**src/rtl/core/hmlf_pkg.sv**
```systemverilog
// Package with shared constants, types and character tables of the HTTP message length framer.
package hmlf_pkg;

  // Width of the internal length counters and accumulator.
  localparam int LENGTH_BITS = 24;
  // Width of the reported message length.
  localparam int OUT_BITS = 24;
  // Width that holds both the internal counter and the reported length.
  localparam int WIDE_BITS = (LENGTH_BITS > OUT_BITS) ? LENGTH_BITS : OUT_BITS;

  // Keyword and terminator geometry.
  localparam int KEY_LEN = 16;
  localparam int KEY_POS_BITS = $clog2(KEY_LEN);
  localparam int TERM_LEN = 4;
  localparam int TERM_POS_BITS = $clog2(TERM_LEN);

  // Characters with a special role.
  localparam logic [7:0] CHAR_CR = 8'h0D;
  localparam logic [7:0] CHAR_LF = 8'h0A;
  localparam logic [7:0] CHAR_KEY_START = 8'h43;
  localparam logic [7:0] CHAR_ZERO = 8'h30;
  localparam logic [7:0] CHAR_NINE = 8'h39;

  // One result item.
  typedef struct packed {
    logic                message_end;
    logic [OUT_BITS-1:0] message_length;
    logic                in_body;
    logic                length_error;
  } hmlf_result_t;

  // Character of the text "Content-Length: " at a given position.
  function automatic logic [7:0] key_char(input logic [KEY_POS_BITS-1:0] pos);
    logic [7:0] c;
    case (pos)
      4'd0:    c = 8'h43; // C
      4'd1:    c = 8'h6F; // o
      4'd2:    c = 8'h6E; // n
      4'd3:    c = 8'h74; // t
      4'd4:    c = 8'h65; // e
      4'd5:    c = 8'h6E; // n
      4'd6:    c = 8'h74; // t
      4'd7:    c = 8'h2D; // -
      4'd8:    c = 8'h4C; // L
      4'd9:    c = 8'h65; // e
      4'd10:   c = 8'h6E; // n
      4'd11:   c = 8'h67; // g
      4'd12:   c = 8'h74; // t
      4'd13:   c = 8'h68; // h
      4'd14:   c = 8'h3A; // :
      default: c = 8'h20; // space
    endcase
    return c;
  endfunction

  // Character of the CR LF CR LF header terminator at a given position.
  function automatic logic [7:0] term_char(input logic [TERM_POS_BITS-1:0] pos);
    return pos[0] ? CHAR_LF : CHAR_CR;
  endfunction

endpackage

```
**src/rtl/core/hmlf_core.sv**
```systemverilog
// Framing state and the per-item next-state and result logic.
module hmlf_core
  import hmlf_pkg::*;
(
  input  logic         clk_i,
  input  logic         rst_ni,
  input  logic         step_i,
  input  logic [7:0]   byte_i,
  output hmlf_result_t result_o
);

  logic [KEY_POS_BITS-1:0]  key_pos_q, key_pos_d;
  logic                     reading_q, reading_d;
  logic [LENGTH_BITS-1:0]   acc_q, acc_d;
  logic [TERM_POS_BITS-1:0] term_pos_q, term_pos_d;
  logic                     body_q, body_d;
  logic [LENGTH_BITS-1:0]   count_q, count_d;
  logic [LENGTH_BITS-1:0]   remain_q, remain_d;
  logic                     error_q, error_d;

  logic                     msg_end;
  logic [LENGTH_BITS+3:0]   acc_next;
  logic [LENGTH_BITS+3:0]   digit_ext;
  logic [WIDE_BITS-1:0]     len_wide;

  // Next value of the length accumulator for a digit byte.
  always_comb begin
    digit_ext = (LENGTH_BITS + 4)'(byte_i - CHAR_ZERO) & (LENGTH_BITS + 4)'(4'hF);
    acc_next  = ({4'b0, acc_q} << 3) + ({4'b0, acc_q} << 1) + digit_ext;
  end

  // Per-item update of all framing state.
  always_comb begin
    key_pos_d  = key_pos_q;
    reading_d  = reading_q;
    acc_d      = acc_q;
    term_pos_d = term_pos_q;
    body_d     = body_q;
    remain_d   = remain_q;
    error_d    = error_q;
    msg_end    = 1'b0;

    if (count_q != {LENGTH_BITS{1'b1}}) begin
      count_d = count_q + 1'b1;
    end else begin
      count_d = count_q;
    end

    if (body_q) begin
      if (remain_q != '0) begin
        remain_d = remain_q - 1'b1;
      end
      msg_end = (remain_d == '0);
    end else begin
      // Length value or keyword search.
      if (reading_q) begin
        key_pos_d = '0;
        if (byte_i == CHAR_CR) begin
          reading_d = 1'b0;
        end else if (byte_i inside {[CHAR_ZERO:CHAR_NINE]}) begin
          if (acc_next > {4'b0, {LENGTH_BITS{1'b1}}}) begin
            acc_d   = {LENGTH_BITS{1'b1}};
            error_d = 1'b1;
          end else begin
            acc_d = acc_next[LENGTH_BITS-1:0];
          end
        end else begin
          error_d = 1'b1;
        end
      end else begin
        if (byte_i == key_char(key_pos_q)) begin
          if (key_pos_q == KEY_POS_BITS'(KEY_LEN - 1)) begin
            reading_d = 1'b1;
            acc_d     = '0;
            key_pos_d = '0;
          end else begin
            key_pos_d = key_pos_q + 1'b1;
          end
        end else if (byte_i == CHAR_KEY_START) begin
          key_pos_d = KEY_POS_BITS'(1);
        end else begin
          key_pos_d = '0;
        end
      end

      // Header terminator search.
      if (byte_i == term_char(term_pos_q)) begin
        if (term_pos_q == TERM_POS_BITS'(TERM_LEN - 1)) begin
          term_pos_d = '0;
          body_d     = 1'b1;
          remain_d   = acc_d;
        end else begin
          term_pos_d = term_pos_q + 1'b1;
        end
      end else begin
        term_pos_d = (byte_i == CHAR_CR) ? TERM_POS_BITS'(1) : '0;
      end

      msg_end = body_d && (remain_d == '0);
    end
  end

  // Result item, with the length limited to the output width.
  always_comb begin
    len_wide = WIDE_BITS'(count_d);
    if (len_wide > WIDE_BITS'({OUT_BITS{1'b1}})) begin
      len_wide = WIDE_BITS'({OUT_BITS{1'b1}});
    end
    result_o.message_end    = msg_end;
    result_o.message_length = len_wide[OUT_BITS-1:0];
    result_o.in_body        = body_q;
    result_o.length_error   = error_d;
  end

  // State registers; a completed message clears everything.
  always_ff @(posedge clk_i or negedge rst_ni) begin
    if (!rst_ni) begin
      key_pos_q  <= '0;
      reading_q  <= 1'b0;
      acc_q      <= '0;
      term_pos_q <= '0;
      body_q     <= 1'b0;
      count_q    <= '0;
      remain_q   <= '0;
      error_q    <= 1'b0;
    end else if (step_i) begin
      if (msg_end) begin
        key_pos_q  <= '0;
        reading_q  <= 1'b0;
        acc_q      <= '0;
        term_pos_q <= '0;
        body_q     <= 1'b0;
        count_q    <= '0;
        remain_q   <= '0;
        error_q    <= 1'b0;
      end else begin
        key_pos_q  <= key_pos_d;
        reading_q  <= reading_d;
        acc_q      <= acc_d;
        term_pos_q <= term_pos_d;
        body_q     <= body_d;
        count_q    <= count_d;
        remain_q   <= remain_d;
        error_q    <= error_d;
      end
    end
  end

endmodule

```
**src/rtl/core/hmlf_out_reg.sv**
```systemverilog
// Output register that holds one result item until the downstream side takes it.
module hmlf_out_reg
  import hmlf_pkg::*;
(
  input  logic         clk_i,
  input  logic         rst_ni,
  input  logic         load_i,
  input  hmlf_result_t result_i,
  input  logic         stall_i,
  output logic         valid_o,
  output hmlf_result_t result_o
);

  logic         valid_q;
  hmlf_result_t result_q;

  // Valid flag: set on load, cleared when the item is taken.
  always_ff @(posedge clk_i or negedge rst_ni) begin
    if (!rst_ni) begin
      valid_q <= 1'b0;
    end else if (load_i) begin
      valid_q <= 1'b1;
    end else if (!stall_i) begin
      valid_q <= 1'b0;
    end
  end

  // Payload register.
  always_ff @(posedge clk_i) begin
    if (load_i) begin
      result_q <= result_i;
    end
  end

  assign valid_o  = valid_q;
  assign result_o = result_q;

endmodule

```
**src/rtl/core/http_message_length_framer.sv**
```systemverilog
// An accepted item is held in the input register, and its result item in the result register.
// Throughput: one item per cycle; the input register and the result register each
// hold one item, and the input side stalls only while both are full and the output stalls.
// Reset (rst_ni low, asynchronous) clears the valid flags of both registers and
// the framing state, so the block starts in the header phase of a new message.
module http_message_length_framer
  import hmlf_pkg::*;
(
  input  logic                clk_i,
  input  logic                rst_ni,
  input  logic                in_valid_i,
  output logic                in_stall_o,
  input  logic [7:0]          data_byte_i,
  output logic                out_valid_o,
  input  logic                out_stall_i,
  output logic                message_end_o,
  output logic [OUT_BITS-1:0] message_length_o,
  output logic                in_body_o,
  output logic                length_error_o
);

  logic         in_valid_q;
  logic [7:0]   in_byte_q;
  logic         advance;
  logic         step;
  logic         out_valid;
  hmlf_result_t core_result;
  hmlf_result_t out_result;

  // The input register moves on when the result register is free or being drained.
  assign advance    = !out_valid || !out_stall_i;
  assign step       = in_valid_q && advance;
  assign in_stall_o = in_valid_q && !advance;

  // Input register.
  always_ff @(posedge clk_i or negedge rst_ni) begin
    if (!rst_ni) begin
      in_valid_q <= 1'b0;
    end else if (!in_stall_o) begin
      in_valid_q <= in_valid_i;
    end
  end

  always_ff @(posedge clk_i) begin
    if (in_valid_i && !in_stall_o) begin
      in_byte_q <= data_byte_i;
    end
  end

  // Framing logic.
  hmlf_core u_core (
    .clk_i    (clk_i),
    .rst_ni   (rst_ni),
    .step_i   (step),
    .byte_i   (in_byte_q),
    .result_o (core_result)
  );

  // Result register.
  hmlf_out_reg u_out_reg (
    .clk_i    (clk_i),
    .rst_ni   (rst_ni),
    .load_i   (step),
    .result_i (core_result),
    .stall_i  (out_stall_i),
    .valid_o  (out_valid),
    .result_o (out_result)
  );

  assign out_valid_o      = out_valid;
  assign message_end_o    = out_result.message_end;
  assign message_length_o = out_result.message_length;
  assign in_body_o        = out_result.in_body;
  assign length_error_o   = out_result.length_error;

endmodule
```
**config.mk**
```make
export PLATFORM = sky130hd
export DESIGN_NAME = http_message_length_framer
export DESIGN_NICKNAME = d
export VERILOG_FILES = /design/src/rtl/core/hmlf_pkg.sv /design/src/rtl/core/hmlf_core.sv /design/src/rtl/core/hmlf_out_reg.sv /design/src/rtl/core/http_message_length_framer.sv
export SDC_FILE = /design/constraint.sdc
export NUM_CORES = 1
export LEC_CHECK = 0
export CORE_MARGIN = 10
export CORE_UTILIZATION = 55
export CTS_CLUSTER_SIZE = 20
export DETAILED_ROUTE_END_ITERATION = 10
export DONT_BUFFER_PORTS = 1
export PLACE_DENSITY = 0.77
export SKIP_LAST_GASP = 1
export SLEW_MARGIN = 20
export SYNTH_ARGS = -nofsm -noshare
export SYNTH_HDL_FRONTEND = slang
export SYNTH_HIERARCHICAL = 1
export SYNTH_SLANG_ARGS = --single-unit
export TNS_END_PERCENT = 30
```
**constraint.sdc**
```tcl
create_clock -name clk_i -period 4.47 [get_ports clk_i]
set_input_delay 0.447 -clock clk_i [delete_from_list [all_inputs] [get_ports clk_i]]
set_output_delay 0.447 -clock clk_i [all_outputs]
set_load 0.02 [all_outputs]
```
Word level (Yosys, flattened, before mapping):

Memory sizes are Yosys's and may differ from the RTL's.
Cells that the tools add are included.
W data, S select, Z words.

* logic and storage cells: 101
* bits in read-only memories: 112
* memories: 1
* output and inout port bits: 29
* flip-flop bits (word level): 118

Memories
* (no name shown): words 16, width 7, rd ports 1, clocked after memory_dff 0, wr ports 0, RTL line hmlf_pkg.sv:35 `case (pos)`

* mux-type cells: 51
* reductions and logical operators: 14
* $add $sub $neg: 7
* order comparisons: 4
* equal/unequal tests: 9

Operators with widths (number)
* $mux W24: 17
* $logic_not A24 Y1: 2
* $add A27 B25 Y28: 1
* $add A28 B4 Y28: 1
* $gt A28 B24 Y1 const B: 1
* $add A24 B1 Y24 const B: 1
* $gt A24 B24 Y1 const B: 1
* $ne A24 B24 Y1 const B: 1
* $reduce_bool A24 Y1: 1
* $sub A24 B1 Y24 const B: 1
* $mux W1: 22
* $mux W4: 5
* $mux W8: 2
* $eq A8 B4 Y1: 1
* $eq A8 B4 Y1 const B: 1
* $eq A8 B7 Y1 const B: 1
* $eq A8 B8 Y1: 1
* $ge A8 B6 Y1 const B: 1
* $le A8 B6 Y1 const B: 1
* $mux W2: 4
* $logic_and A1 B1 Y1: 5
* $add A4 B1 Y4 const B: 1
* $eq A4 B4 Y1 const B: 1
* $logic_not A1 Y1: 4
* 8 further kinds: 8

Depth between registers and ports, before layout:

Gate-level depths: netlist of run 1.

* word-level depth: 15
* gate-level depth with buffers: 15
* depth with buffers taken out: 13

Hierarchy:

The synthesis of run 1 kept the hierarchy.

By module, submodules not included
* hmlf_core: area an instance 7636.1 um^2, seq. area each 2026.9 um^2, instances 1, cells an instance 973
* hmlf_out_reg: area an instance 843.3 um^2, seq. area each 835.8 um^2, instances 1, cells an instance 29
* http_message_length_framer: area an instance 299.0 um^2, seq. area each 265.3 um^2, instances 1, cells an instance 14

Worst setup path before layout of run 1:

OpenSTA, ideal clock, no wires.

* path kind: register to register
* start: register u_out_reg.valid_q (netlist: u_out_reg/valid_o)
* end: register u_core.count_q[21]
* arrival time: 3.951 ns
* required time: 4.371 ns
* path slack: 0.420 ns
* stages on the path, launching flop included: 10
* library setup time: 0.099 ns
* buffers on the path: 3
* cell sequence: dfrtp_1 > a21boi_0 > clkbuf_1 > inv_1 > nor2_1 > and2_1 > buf_2 > nor2_2 > buf_2 > a311oi_1

* word-level cells in the longest chain between the ends: 3

Ends and longest elaborated chain
* start, declared: RTL line hmlf_out_reg.sv:14 `logic valid_q;`
* start signal, assigned: RTL line hmlf_out_reg.sv:20 `valid_q <= 1'b0;`
* start signal, assigned: RTL line hmlf_out_reg.sv:22 `valid_q <= 1'b1;`
* start signal, assigned: RTL line hmlf_out_reg.sv:24 `valid_q <= 1'b0;`
* $logic_not A1 Y1: RTL line http_message_length_framer.sv:31 `assign advance = !out_valid || !out_stall_i;`
* $logic_or A1 B1 Y1: RTL line http_message_length_framer.sv:31
* $logic_and A1 B1 Y1: RTL line http_message_length_framer.sv:32 `assign step = in_valid_q && advance;`
* via step: RTL line http_message_length_framer.sv:25 `logic step;`
* end signal, assigned: RTL line hmlf_core.sv:142 `count_q <= count_d;`
* end, declared: RTL line hmlf_core.sv:17 `logic [LENGTH_BITS-1:0] count_q, count_d;`

The timed path passes the listed nets, and every way through them passes these cells.
A chain may end at the register's enable or synchronous reset.

Worst setup path after layout of run 1:

* start: register u_core.remain_q[0]
* end: register u_core.count_q[8]

* word-level cells in the longest chain between the ends: 7
* elaborated cells between the ends (all ways): 12
* those cells by class: 1 x add/sub; 7 x mux; 4 x reduce/logical

Ends and longest elaborated chain
* start, declared: RTL line hmlf_core.sv:18 `logic [LENGTH_BITS-1:0] remain_q, remain_d;`
* start signal, assigned: RTL line hmlf_core.sv:143 `remain_q <= remain_d;`
* branches (longest 5 deep; another with $sub A24 B1 Y24)
* $mux W1 *: RTL line hmlf_core.sv:49 `if (body_q) begin`
* $mux W24 *: RTL line hmlf_core.sv:127 `if (msg_end) begin`

Mark *: on every way between the ends. The select of a mux whose other input is x is not followed.

==> out/metrics.cfg, run 1 <==
[run_status]
outcome=completed

[power_and_ir_drop]
leakagePower_nw=4.131
irDropWorstVdd_v=0.0003513
power_frac_comb_pct=28.6
clkPwrFrac_pct=32.2
p_seq_share_pct=39.2
swShare_pct=37.50
p_switching_mw=1.594
power_density_mw_per_mm2=447.4
internal_power_mw=2.657

[cells_and_area]
multi_input_area_mm2=0.005260
fin_area_mm2=0.009502
syn2layout_area_growth_pct=8.238
drive_gt1_share_pct=7.615
antenna_cells=0
fin_nets=1055
seqCellArea_mm2=0.003128
fill_cells=1362

[clocking]
clk_path_buf_depth=2
numCtsBuffers=17
numClockSinks=118
h-tree-depth=4
postCtsSetupRepairBufs=0
clockRootBuffer=clkbuf_16
tritoncts=built
cts.repair.resized=0
insertion_delay_ps=420
clk_pin_slew_ps=60

[sta]
maxSlewViolCount=0
rsz0062_at_grt=false
worst_pin_slew_ps=1088
setup_viol=0
finalCritPeriodShare_pct=89.56
skew_ps=7.111
period_needed_ps=4003
hold_violations=0
relSlewSlack_pct=27.37
fmax_mhz=249.8
finalSetupTns_ps=0

[synthesis]
synth_top_area_share_pct=23.66
synth-seq-cells=118
synthSimpleGateAreaFrac_pct=20.65
synth.area.mux_share_pct=2.836
yosysMostFrequentCell=nand2_1
async_flop_share_pct=70.34
synthTopCellsByArea=dfrtp_1 (24%), edfxtp_1 (12%), ha_1 (8.0%)
synth_top_area_cell=dfrtp_1
syn-num-nets=1086
synth-compound-area-share_pct=23.20
ys_types=80
synth_area_mm2=0.008778
ys_seq_area_share_pct=35.63
avgSynthCellArea_um2=8.640
syn_inst=1016
synth_top_family_by_area=compound AO/OA/AOI/OAI gates
synth_xor_area_share_pct=4.590
synth-main-ff-cell=dfrtp_1
synth_edf_count=35
synth-adder-area-share_pct=8.438
synth_warnings=6
synth_common_cells=nand2_1 (107), a21oi_1 (97), nor2_1 (90)

[setup_path]
timing.rr.start=u_core/remain_q[0]$_DFFE_PN0P_
crit_path_end=u_core/count_q[8]$_DFFE_PN0P_
r2r_end=u_core/count_q[8]$_DFFE_PN0P_
worstRegToRegCells=11
worst_setup_path_end_kind=flip-flop
worstSetupStartpointType=flip-flop
startpoint=u_core/remain_q[0]$_DFFE_PN0P_
required_ps=4730
regToRegSetupSlack_ps=470
cp_max_fo=25
critical_path_class=reg -> reg
arrival_ps=4260

[worst_hold_path]
hp-class=in -> reg

[routing]
avgViaCountPerCell=6.512
drc=0
vias=7905
firstDrtPassIters=6
first_iter_violations=839
drt_wl_total_um=22690
wl_per_cell_um=18.69
ant_nets=0

[place]
port_buffers=0
placed_cell_area_mm2=0.008866
place.gp.congestion=0.9473
post-dp-hpwl_um=15870

[global_route]
track_usage_pct=21.12
grt_pass1_vias=7331
grt_overflow=0
grt_start_max_net_pins=84
grt_pass1_wl_um=37980
antenna_found_initial=0

[floorplan]
dieArea_mm2=0.02141
die_y_um=146.3
fp-row-count=46
pin_count=41
fp.dieW_um=146.3
start_util_pct=55.66
coreArea_mm2=0.01577

[job]
max-cap-violations=0

==> cell type report <==
type | instances | area share [%]
Clock buffer | 17 | 4.477
Clock inverter | 15 | 1.751
Inverter | 31 | 1.225
Multi-Input combinational cell | 802 | 55.36
Sequential cell | 118 | 32.92
Tap cell | 216 | 2.844
Timing Repair Buffer | 15 | 1.422
==> worst min-delay path by stage <==
stage,cells after the start,start,endpoint
after floorplan,0,rst_ni,in_valid_q$_DFFE_PN0N_
after global placement,0,rst_ni,u_core/remain_q[8]$_DFFE_PN0P_
after detailed placement,0,rst_ni,u_core/remain_q[9]$_DFFE_PN0P_
after CTS,0,data_byte_i[2],in_byte_q[2]$_DFFE_PP_
after global routing,0,data_byte_i[7],in_byte_q[7]$_DFFE_PP_
final,0,data_byte_i[7],in_byte_q[7]$_DFFE_PP_
==> critical path, cell delays in order (launching register included) <==
cell	delay (ps)
dfrtp_1	440
inv_1	130
ha_1	150
or4b_1	540
nor3_4	300
a31oi_1	260
a21oi_1	220
o221ai_1	180
a2111oi_4	440
o21ai_2	110
nor2_2	880
nor3_1	150
==> logic make-up after synthesis <==
group           count (synthesis)
xor+xnor                       46
fa+ha+maj                      58
mux                            24
buf+inv                        96
compound gates                309
flops                         118
simple gates                  365
==> sequential cells by signal, summed over array words and instances (netlist names) <==
register / count
u_core/key_pos_q: 4
u_core/term_pos_q: 2
u_core/error_q: 1
in_valid_q: 1
u_core/acc_q: 24
in_byte_q: 8
u_core/reading_q: 1
u_core/count_q: 24
u_out_reg/valid_o: 1
u_core/remain_q: 24
u_out_reg/result_o: 27
u_core/body_q: 1
==> what timing repair did <==
action / CTS / global route
hold buffers: 2 / 0
endpoints found under the hold margin: 83 / 0
setup endpoints to repair: 0 / 0
==> power by group through the flow <==
stage	clock network, mW	registers [mW]	logic [mW]
after floorplan	0	1.58	0.996
after detailed placement	0	1.68	1.17
final	1.37	1.67	1.21
after global placement	0	1.68	1.14
after CTS	1.39	1.66	1.20
after global routing	1.43	1.71	1.37
==> metrics by stage <==
stage	util (%)	hold WS (ps)	power (mW)	std cells	worst slack, ps
finish	60.25	117.2	4.251	1214	466.5
global route	60.25	102.2	4.505	1214	33.74
CTS	60.21	107.4	4.251	1214	524.2
detailed placement	56.22	159.0	2.852	1180	559.1
global placement	56.22	159.8	2.820	1180	580.3
floorplan	-	151.4	2.577	1016	419.8
==> metal layers <==
metal	GRT usage (%)	wire, um	vias to the layer above
met5	0	0	-
met4	8.408	623	0
met3	4.574	1660	48
met2	32.23	10410	335
met1	28.51	9999	3802
li1	-	-	3720
==> cell usage in the layout, fill, tap and decap left out, types with 7 or more instances in the layout <==
master,instances
nand2_1,107
dfrtp_1,83
xor2_1,21
and4_1,7
ha_1,56
o211ai_1,9
xnor2_1,25
nor3_1,22
o21a_1,8
o21ai_0,63
a21oi_1,97
mux2i_1,17
inv_1,31
and3_1,18
nand2b_1,9
edfxtp_1,35
o22a_1,12
nand4_1,15
nor4_1,12
clkbuf_16,17
a211oi_1,11
o22ai_1,11
nand3_1,43
buf_4,13
a31oi_1,8
a21o_1,16
a311oi_1,7
nor2_1,90
a221oi_1,7
(Power assumes the default switching activity.)
==> run 2: changes to the inputs <==
Settings changed: CORE_MARGIN 10 to 1.5, TNS_END_PERCENT 30 to 10.
==> out/metrics.cfg, run 2 (synthesized netlist as in run 1, its figures left out) <==
[run_status]
outcome=completed  ; unchanged

[power_and_ir_drop]
irDropWorstVdd_v=0.0003423  ; was 0.0003513 V
p_seq_share_pct=37.7  ; was 39.2%
total_power_mw=4.405  ; was 4.251 mW
clkPwrFrac_pct=34.1  ; was 32.2%
power_density_mw_per_mm2=460.9  ; was 447.4 mW/mm2
p_switching_mw=1.570  ; was 1.594 mW
power_frac_comb_pct=28.1  ; was 28.6%
leakagePower_nw=4.156  ; was 4.131 nW
internal_power_mw=2.835  ; was 2.657 mW
swShare_pct=35.63  ; was 37.50%

[worst_hold_path]
hp-class=in -> reg  ; unchanged

[clocking]
clk_path_buf_depth=2  ; unchanged
h-tree-depth=4  ; unchanged
tritoncts=built  ; unchanged
numClockSinks=118  ; unchanged
clockRootBuffer=clkbuf_16  ; unchanged
insertion_delay_ps=420  ; about the same
numCtsBuffers=17  ; unchanged
cts.repair.resized=0  ; unchanged
clk_pin_slew_ps=60  ; about the same

[sta]
finalCritPeriodShare_pct=90.47  ; was 89.56%
skew_ps=12.48  ; was 7.111 ps
relSlewSlack_pct=29.68  ; was 27.37%
period_needed_ps=4044  ; was 4003 ps
setup_viol=0  ; unchanged
worst_pin_slew_ps=1054  ; was 1088 ps
finalSetupTns_ps=0  ; unchanged
hold_violations=0  ; unchanged
fin_ws_ps=425.9  ; was 466.5 ps
rsz0062_at_grt=false  ; unchanged
hold-worst-slack_ps=115.6  ; was 117.2 ps
fmax_mhz=247.3  ; was 249.8 MHz
maxSlewViolCount=0  ; unchanged

[setup_path]
crit_path_top_delay_cell=nor2_2  ; unchanged
crit_path_max_incr_delay_ps=850  ; was 880 ps
worst_setup_path_end_kind=flip-flop  ; unchanged
required_ps=4720  ; was 4730 ps
critical_path_class=reg -> reg  ; unchanged
critical_path.top_delay_family=simple AND/OR/NAND/NOR gates  ; unchanged
worstSetupStartpointType=flip-flop  ; unchanged
cp_cell_sequence=inv_1 > ha_1 > or4b_1 > nor3_4 > nand4_4 > mux2i_1 > nand4b_1 > a2111oi_4 > o21ai_2 > nor2_2 > nor3_1  ; was inv_1 > ha_1 > or4b_1 > nor3_4 > a31oi_1 > a21oi_1 > o221ai_1 > a2111oi_4 > o21ai_2 > nor2_2 > nor3_1
critical_path_buf_inv_count=1  ; unchanged
cp_max_fo=25  ; unchanged
arrival_ps=4300  ; was 4260 ps

[floorplan]
coreArea_mm2=0.01537  ; was 0.01577 mm2
die_y_um=129.3  ; was 146.3 um
dieArea_mm2=0.01673  ; was 0.02141 mm2
fp-row-count=45  ; was 46
pin_count=41  ; unchanged
fp.dieW_um=129.3  ; was 146.3 um
start_util_pct=57.11  ; was 55.66%

[place]
post-dp-hpwl_um=15650  ; was 15,870 um
place.gp.congestion=0.9254  ; was 0.9473
placed_cell_area_mm2=0.008874  ; was 0.008866 mm2
port_buffers=0  ; unchanged
place_ws_ps=562.2  ; was 559.1 ps
place_inst=1176  ; was 1,180

[cells_and_area]
final_common_cell=nand2_1  ; unchanged
fin_nets=1056  ; was 1,055
syn2layout_area_growth_pct=8.880  ; was 8.238%
drive_gt1_share_pct=7.508  ; was 7.615%
mostFrequentLayoutCells=nand2_1 (107), a21oi_1 (97), nor2_1 (90)  ; unchanged
antenna_cells=0  ; unchanged
utilization_pct=62.18  ; was 60.25%
fin_cells=1210  ; was 1,214
fin_area_mm2=0.009558  ; was 0.009502 mm2
largest_reg_flops=27  ; unchanged

[routing]
drt_wl_total_um=22850  ; was 22,690 um
wl_per_cell_um=18.88  ; was 18.69 um
avgViaCountPerCell=6.568  ; was 6.512
firstDrtPassIters=8  ; was 6
drc=0  ; unchanged
vias=7947  ; was 7,905
first_iter_violations=880  ; was 839
ant_nets=0  ; unchanged

[global_route]
grt_overflow=0  ; unchanged
antenna_found_initial=0  ; unchanged
track_usage_pct=28.37  ; was 21.12%
grt_pass1_wl_um=37290  ; was 37,980 um
grt_pass1_vias=7340  ; was 7,331
grt_start_max_net_pins=84  ; unchanged

[job]
max-cap-violations=0  ; unchanged

-- run 2: layer usage --
layer  up-vias  part of all wire [%]  GRT usage, %  routed length [um]
li1       3718                     -             -                   -
met1      3790                    44         38.27                9945
met2       389                    46         44.90               10480
met3        50                   7.8         5.863                1788
met4         0                   2.8         11.10                 637
met5         -                     0             0                   0
-- run 2: final cells by class --
| class | count | area, um2 |
|---|---|---|
| repair buffers | 16 | 142.6 |
| inverters | 31 | 116.4 |
| multi-input cells | 802 | 5260 |
| fillers | 1292 | 5813 |
| flip-flops and latches | 118 | 3128 |
| clock inverters | 12 | 200.2 |
| clock buffers | 20 | 446.7 |
| well taps | 211 | 264.0 |
-- run 2: path summary, 6_finish.rpt --
kind | start | endpoint | slack [ps] | depth (start not counted)
worst max register to register | u_core/remain_q[1]$_DFFE_PN0P_ | u_core/count_q[6]$_DFFE_PN0P_ | 430 | 11
worst min register to register | u_core/term_pos_q[1]$_DFFE_PN0P_ | u_core/term_pos_q[1]$_DFFE_PN0P_ | 500 | 2
worst max-delay path | u_core/remain_q[1]$_DFFE_PN0P_ | u_core/count_q[6]$_DFFE_PN0P_ | 430 | 11
max in group asynchronous | rst_ni | u_core/remain_q[20]$_DFFE_PN0P_ | 3530 | 2
min in group asynchronous | rst_ni | u_core/acc_q[23]$_DFFE_PN0P_ | 600 | 2
worst min-delay path | data_byte_i[1] | in_byte_q[1]$_DFFE_PP_ | 120 | 0
-- run 2: what timing repair did --
| action | 4_1_cts | 5_1_grt |
|---|---|---|
| hold buffers | 2 | 0 |
| endpoints found under the hold margin | 83 | 0 |
| buffers inserted | 0 | 0 |
-- run 2: power by group through the flow --
stage	clock, mW	combinational, mW	sequential, mW
detailed placement	0	1.18	1.67
finish	1.50	1.24	1.66
global route	1.57	1.38	1.70
floorplan	0	0.996	1.58
CTS	1.52	1.22	1.65
global placement	0	1.16	1.67
==> run 3: changes to the inputs <==
Settings changed: CORE_UTILIZATION 55 to 60, PLACE_DENSITY 0.77 to 0.83.
==> out/metrics.cfg, run 3 (synthesized netlist as in run 1, its figures left out) <==
[floorplan]
fp.dieW_um=124.0  ; was 129.3 um
dieArea_mm2=0.01536  ; was 0.01673 mm2
fp-row-count=44  ; was 45
start_util_pct=60.86  ; was 57.11%
pin_count=41  ; unchanged
coreArea_mm2=0.01442  ; was 0.01537 mm2
die_y_um=124.0  ; was 129.3 um

[global_route]
grt_start_max_net_pins=84  ; unchanged
antenna_found_initial=0  ; unchanged
grt_overflow=0  ; unchanged
grt_pass1_vias=7191  ; was 7,340
track_usage_pct=30.55  ; was 28.37%
grt_pass1_wl_um=36390  ; was 37,290 um

[sta]
hold_violations=0  ; unchanged
maxSlewViolCount=0  ; unchanged
setup_viol=0  ; unchanged
period_needed_ps=4059  ; was 4044 ps
relSlewSlack_pct=38.81  ; was 29.68%
finalSetupTns_ps=0  ; unchanged
fin_ws_ps=410.8  ; was 425.9 ps
finalCritPeriodShare_pct=90.81  ; was 90.47%
rsz0062_at_grt=false  ; unchanged
skew_ps=8.834  ; was 12.48 ps
worst_pin_slew_ps=909.5  ; was 1054 ps
fmax_mhz=246.4  ; was 247.3 MHz

[setup_path]
worst_setup_path_end_kind=flip-flop  ; unchanged
critical_path_class=reg -> reg  ; unchanged
regToRegSetupSlack_ps=410  ; was 430 ps
timing.rr.start=in_byte_q[3]$_DFFE_PP_  ; was u_core/remain_q[1]$_DFFE_PN0P_
required_ps=4760  ; was 4720 ps
startpoint=in_byte_q[3]$_DFFE_PP_  ; was u_core/remain_q[1]$_DFFE_PN0P_
worstSetupStartpointType=flip-flop  ; unchanged
arrival_ps=4350  ; was 4300 ps
cp_max_fo=6  ; was 25

[cells_and_area]
final_common_cell=nand2_1  ; unchanged
largest_reg_flops=27  ; unchanged
syn2layout_area_growth_pct=7.298  ; was 8.880%
fin_cells=1181  ; was 1,210
utilization_pct=65.30  ; was 62.18%
antenna_cells=0  ; unchanged
fin_nets=1054  ; was 1,056
drive_gt1_share_pct=7.422  ; was 7.508%
fill_cells=1152  ; was 1,292
mostFrequentLayoutCells=nand2_1 (107), a21oi_1 (97), nor2_1 (90)  ; unchanged

[clocking]
numClockSinks=118  ; unchanged
postCtsSetupRepairBufs=0  ; unchanged
insertion_delay_ps=430  ; was 420 ps
numCtsBuffers=17  ; unchanged
clk_pin_slew_ps=60  ; about the same
hold_buffers=2  ; unchanged
clk_path_buf_depth=2  ; unchanged
h-tree-depth=4  ; unchanged
tritoncts=built  ; unchanged
clockRootBuffer=clkbuf_16  ; unchanged
cts.repair.resized=0  ; unchanged

[routing]
firstDrtPassIters=5  ; was 8
drt_wl_total_um=23040  ; was 22,850 um
first_iter_violations=1064  ; was 880
drc=0  ; unchanged
avgViaCountPerCell=6.773  ; was 6.568
ant_nets=0  ; unchanged
wl_per_cell_um=19.51  ; was 18.88 um
vias=7999  ; was 7,947

[power_and_ir_drop]
clkPwrFrac_pct=30.8  ; was 34.1%
power_density_mw_per_mm2=444.0  ; was 460.9 mW/mm2
leakagePower_nw=4.105  ; was 4.156 nW
swShare_pct=38.13  ; was 35.63%
p_seq_share_pct=39.9  ; was 37.7%
power_frac_comb_pct=29.2  ; was 28.1%
p_switching_mw=1.595  ; was 1.570 mW
internal_power_mw=2.588  ; was 2.835 mW
irDropWorstVdd_v=0.0003408  ; was 0.0003423 V

[place]
place.gp.congestion=0.9972  ; was 0.9254
post-dp-hpwl_um=15730  ; was 15,650 um
port_buffers=0  ; unchanged
place_ws_ps=575.0  ; was 562.2 ps
place_inst=1147  ; was 1,176

[worst_hold_path]
min-delay-start=data_byte_i[2]  ; was data_byte_i[1]
hp-class=in -> reg  ; unchanged

[job]
max-cap-violations=0  ; unchanged

[run_status]
outcome=completed  ; unchanged

==> run 3: cell types whose count changed in the layout (fill, tap and decap cells not counted) <==
cell        before  now
clkbuf_1         2    1
clkinvlp_4       3    4
clkinv_2         2    3
buf_4           14   12
clkbuf_8         1    0
clkinv_4         1    2
inv_6            1    4
bufinv_16        5    1
==> run 3: worst max-delay path, cell delays in order, from the launching register on <==
cell and delay, ps:
edfxtp_1 470, inv_1 100, fa_1 540, inv_1 70, ha_1 310, a211oi_1 350
o21ai_0 270, a211oi_1 290, a21oi_1 130, o21ai_0 270, nand3_1 190, or2_2 390
o21bai_1 310, a41o_1 240
==> run 3: metal layers <==
layer,vias up,GRT usage [%],routed length [um]
met3,65,6.914,1902
met4,0,12.22,703
li1,3719,-,-
met5,-,0,0
met1,3801,40.93,9870
met2,414,48.03,10570
==> run 3: final timing paths <==
check	to	cells past startpoint
max	u_out_reg/result_o[26]$_DFFE_PP_	13
min	in_byte_q[2]$_DFFE_PP_	0
max reg2reg	u_out_reg/result_o[26]$_DFFE_PP_	13
min reg2reg	u_core/term_pos_q[1]$_DFFE_PN0P_	2
max in group asynchronous	u_core/count_q[1]$_DFFE_PN0P_	2
min in group asynchronous	u_core/acc_q[23]$_DFFE_PN0P_	2
==> run 3: final cells by class <==
type / instances / area (um2) / share of cell area, %
Clock buffer: 18 / 429.2 / 4.556
Clock inverter: 14 / 127.6 / 1.355
Inverter: 31 / 116.4 / 1.235
Multi-Input combinational cell: 802 / 5260 / 55.84
Sequential cell: 118 / 3128 / 33.21
Tap cell: 184 / 230.2 / 2.444
Timing Repair Buffer: 14 / 127.6 / 1.355
==> run 3: stage by stage <==
stage / hold slack, ps / cell area [um2] / total power, mW
after detailed placement: 153.1 / 8818 / 2.846
after CTS: 100.6 / 9413 / 4.167
after global routing: 101.6 / 9419 / 4.412
after floorplan: 151.4 / 8778 / 2.577
after global placement: 153.0 / 8818 / 2.811
final: 115.7 / 9419 / 4.182
==> run 3: power by group through the flow <==
stage	clock, mW	sequential [mW]	combinational, mW
after floorplan	0	1.58	0.996
after detailed placement	0	1.68	1.16
after CTS	1.30	1.66	1.20
after global routing	1.35	1.70	1.35
after global placement	0	1.67	1.14
final	1.29	1.67	1.22
